## config.mk

```make
export PLATFORM = sky130hd
export DESIGN_NAME = gsf_cell
export DESIGN_NICKNAME = d
export VERILOG_FILES = /design/src/design/gsf_cell.sv
export SDC_FILE = /design/constraint.sdc
export NUM_CORES = 1
export LEC_CHECK = 0
export BUFFER_PORTS_ARGS = -buffer_cell sky130_fd_sc_hd__buf_4
export CAP_MARGIN = 20
export CORE_MARGIN = 2
export CORE_UTILIZATION = 41
export CTS_CLUSTER_SIZE = 10
export DETAILED_ROUTE_END_ITERATION = 10
export GPL_ROUTABILITY_DRIVEN = 0
export PLACE_DENSITY = 0.85
export SLEW_MARGIN = 15
export SYNTH_ARGS = -nofsm -noshare
export SYNTH_HDL_FRONTEND = slang
export SYNTH_SLANG_ARGS = --single-unit
```

## constraint.sdc

```tcl
create_clock -name aclk -period 0.9 [get_ports aclk]
set_clock_uncertainty 0.2 [all_clocks]
set_input_delay 0.135 -clock aclk [delete_from_list [all_inputs] [get_ports aclk]]
set_output_delay 0.135 -clock aclk [all_outputs]
set_load 0.05 [all_outputs]
```

## src/design/gsf_cell.sv

```systemverilog
module gsf_cell #(
    parameter int unsigned SAMPLE_BITS = 16,
    parameter int unsigned COEF_BITS   = 18,
    parameter int unsigned ACC_W       = 41,
    parameter logic [COEF_BITS-1:0] COEF = '0
) (
    input  logic                   aclk,
    input  logic                   step,
    input  logic                   clr,
    input  logic [SAMPLE_BITS-1:0] x,
    input  logic [ACC_W-1:0]       psum_in,
    output logic [ACC_W-1:0]       psum_out
);

    logic [SAMPLE_BITS+COEF_BITS-1:0] prod;
    logic [ACC_W-1:0]                 psum_reg;
    logic [ACC_W-1:0]                 psum_next;

    // One tap: weight the broadcast sample and add the upstream partial sum.
    // At row start the upstream history is dropped.
    assign prod      = x * COEF;
    assign psum_next = ACC_W'(prod) + (clr ? '0 : psum_in);

    always_ff @(posedge aclk) begin
        if (step) begin
            psum_reg <= psum_next;
        end
    end

    assign psum_out = psum_reg;

endmodule

```

# Word-level counts from Yosys, hierarchy flattened
# Index checks and enable logic that the tools add are counted.
[totals]
elab_cells = 1
out_inout_bits = 41
reg_bits = 41

# Longest topological paths before layout
[depth]
word_depth = 0
ltp_mapped = 2
ltp_nobuf = 1

# Worst setup path after synthesis
# OpenSTA, ideal clock, no wires.
[synth_timing]
path_kind = "register -> output"
startpoint = "reg psum_reg[0] (netlist: psum_out[0])"
endpoint = "out psum_out[0]"
setup_slack_ps = -36
path_stages_with_launch = 1
path_buffers = 0
required_ps = 565
t_arrival_ps = 601
path_cell_list = "edfxtp_1"
[synth_lines]
columns = ["element", "line", "rtl"]
rows = [
  ["start, declared", "16", "logic [ACC_W-1:0] psum_reg;"],
  ["start signal, assigned", "26", "psum_reg <= psum_next;"],
  ["end, declared", "12", "output logic [ACC_W-1:0] psum_out"],
]
# No word-level cell between the ends.

# Worst setup path after layout
[layout_timing]
startpoint = "reg psum_reg[21] (netlist: psum_out[21])"
endpoint = "out psum_out[21]"
# No word-level cell between the ends.

==> impl_results.md <==
- Total Power: between 4 and 5 mW
- Vias per cell: 4.46
- N_diodes: 0
- Buf/Inv on CP: 1
- DIE HEIGHT: about 65 um
- Top cell type by total area after synthesis: edfxtp_1
- Ordered cell list for the critical path: buf_6
- CTS sink cnt: 41
- TritonCTS Buffers: 5
- Share of synthesized registers carrying an async set or reset: 0
- Nets: roughly 240
- Max Cap Violations: 0
- YS warnings: 0
- Initial Utilization: 0.418
- Maximum VDD drop: between 0.9 and 1 mV
- Area post-placement: between 2000 and 2500 sq um
- WHS Endpoint: psum_out[27]
- Post-CTS setup buffer count: 0
- H-tree levels: 2
- Library cells used by synthesis: 3
- Period utilisation layout: 1.33
- Largest net degree at the start of global routing: 27
- Number of detailed-route iterations in the first pass: 4
- I/O Buffers: 84
- Die area: approximately 4200 sq um
- Final setup viols: 41
- Largest delay share family, worst path: flip-flops
- Initial antenna violation count: 0
- Most used DFF post-synth: edfxtp_1
- CP endpoint kind: primary output
- Flops & latches, synth: 41
- WP data arrival: 860 ps
- Synthesized area: 1510 sq um
- Post-Layout Cell Count: 226
- Layout cells sized above 1: 0.528
- RSZ-0062 raised after global routing: true
- CTS tree: built
- Vias: 1008
- Ranking of synthesized cells by area: edfxtp_1, nor2b_1, buf_2
- WL/cell: 14.6 um
- IO Pins: 101
- Setup CP Type: reg2out
- Finished Cell Area: 2490 sq um
- Leakage power: a little over 1 nW
- Cells after Synth: 86
- WP data required: 560 ps
- Crit-path slowest cell: edfxtp_1
- Root buf cell: clkbuf_8
- Finished Core Util: 0.692
- Hold Crit Class: in2reg
- Setup WS post-layout: -299 ps
- Top-area cell type share of the netlist area: 0.817
- CP startpoint kind: flip-flop
- Worst hold slack: -50.9 ps
- Die width: 64.6 um
- PD cells: around 1800 nW/um^2
- Synthesized Nets: ~150
- Worst-margin pin slew: about 150 ps
- Final hold vios: 34
- Worst slew margin: 0.900
- CTS Buffer Depth: 2
- Status: finished with violations
- Min-delay src: psum_in[27]
- Placeable Area: 3610 sq um
- GRT Total Usage: 0.164
- Detail Route Antenna Nets: 0
- Pins Over Slew Limit: 0
- Failing checks: hold timing, setup timing
- FILL cells: 254
- DR DRC count: 0
- Sequential element share of the synthesized area: 0.817
- Placed insts: 218
- F_max: between 800 and 900 MHz
- Number of global-route vias before repair: 981
- Area Overhead vs Synth: 65.4%
- Reg clk slew, reported paths: 70 ps
- WL final: 3.31 mm
- Setup TNS: -10860 ps
- Synthesized area per cell: 17.5 sq um
- Overflow after GRT: 0
- WHS Path Cells: 2
- Top cells by count, synth: edfxtp_1, nor2b_1, buf_2
- First-pass GRT wire length: 4.89 mm
- WP depth: 1
- Pre-CTS WS: -44.5 ps
- Rows: 22
- Hpwl dp: 2.26 mm
- 1st-iter DRT viols: 67
- Crit-path max cell delay: just over 400 ps
- Max reg flops: 41
- Number of synthesized flops with an enable pin: 41
- Crit path max fanout: 1
- Post-layout min period: 1200 ps
[what timing repair did]
item	4_1_cts	5_1_grt
setup endpoints to repair	41	41
endpoints found under the hold margin	37	36
gates resized for setup	41	0
[cells in the final DEF (no fill, tap or decap)]
master / count
buf_6: 41
clkinv_1: 2
clkbuf_8: 5
buf_12: 4
buf_4: 43
clkinv_2: 1
nor2b_1: 41
edfxtp_1: 41
[power by group]
group	internal, mW	total (mW)	switching (mW)
registers	2.27	2.34	0.0691
logic	0.466	1.15	0.689
clock network	0.522	1.08	0.563
total	3.26	4.58	1.32
[worst max path at each step]
| stage | slack, ps | startpoint | end |
|---|---|---|---|
| 3_3_place_gp | -40 | step | psum_out[25] |
| 4_1_cts | -310 | psum_out[21] | psum_out[21] |
| 5_1_grt | -340 | psum_out[21] | psum_out[21] |
| 3_5_place_dp | -40 | step | psum_out[23] |
| 2_1_floorplan | -40 | psum_out[0] | psum_out[0] |
| 6_report | -300 | psum_out[21] | psum_out[21] |
[cell type report]
| type | count | area, sq um | area share |
|---|---|---|---|
| Tap cell | 48 | 60.1 | 0.0241 |
| Clock inverter | 3 | 12.5 | 0.00502 |
| Multi-Input combinational cell | 41 | 256 | 0.103 |
| Clock buffer | 5 | 68.8 | 0.0276 |
| Timing Repair Buffer | 88 | 865 | 0.347 |
| Sequential cell | 41 | 1230 | 0.494 |
[cell families after synthesis]
logic type / after synthesis / synth area share
buffers and inverters: 4 / 0.0133
flip-flops: 41 / 0.817
AND/OR/NAND/NOR: 41 / 0.170
[per-layer routing]
layer / part of all wire / wire, um / GRT usage / vias up
met1: 0.39 / 1300 / 0.185 / 470
met5: 0 / 0 / 0 / -
li1: - / - / - / 478
met4: 0.0082 / 27 / 0.0612 / 0
met3: 0.076 / 252 / 0.0538 / 4
met2: 0.52 / 1730 / 0.288 / 56
(Power assumes the default switching activity.)
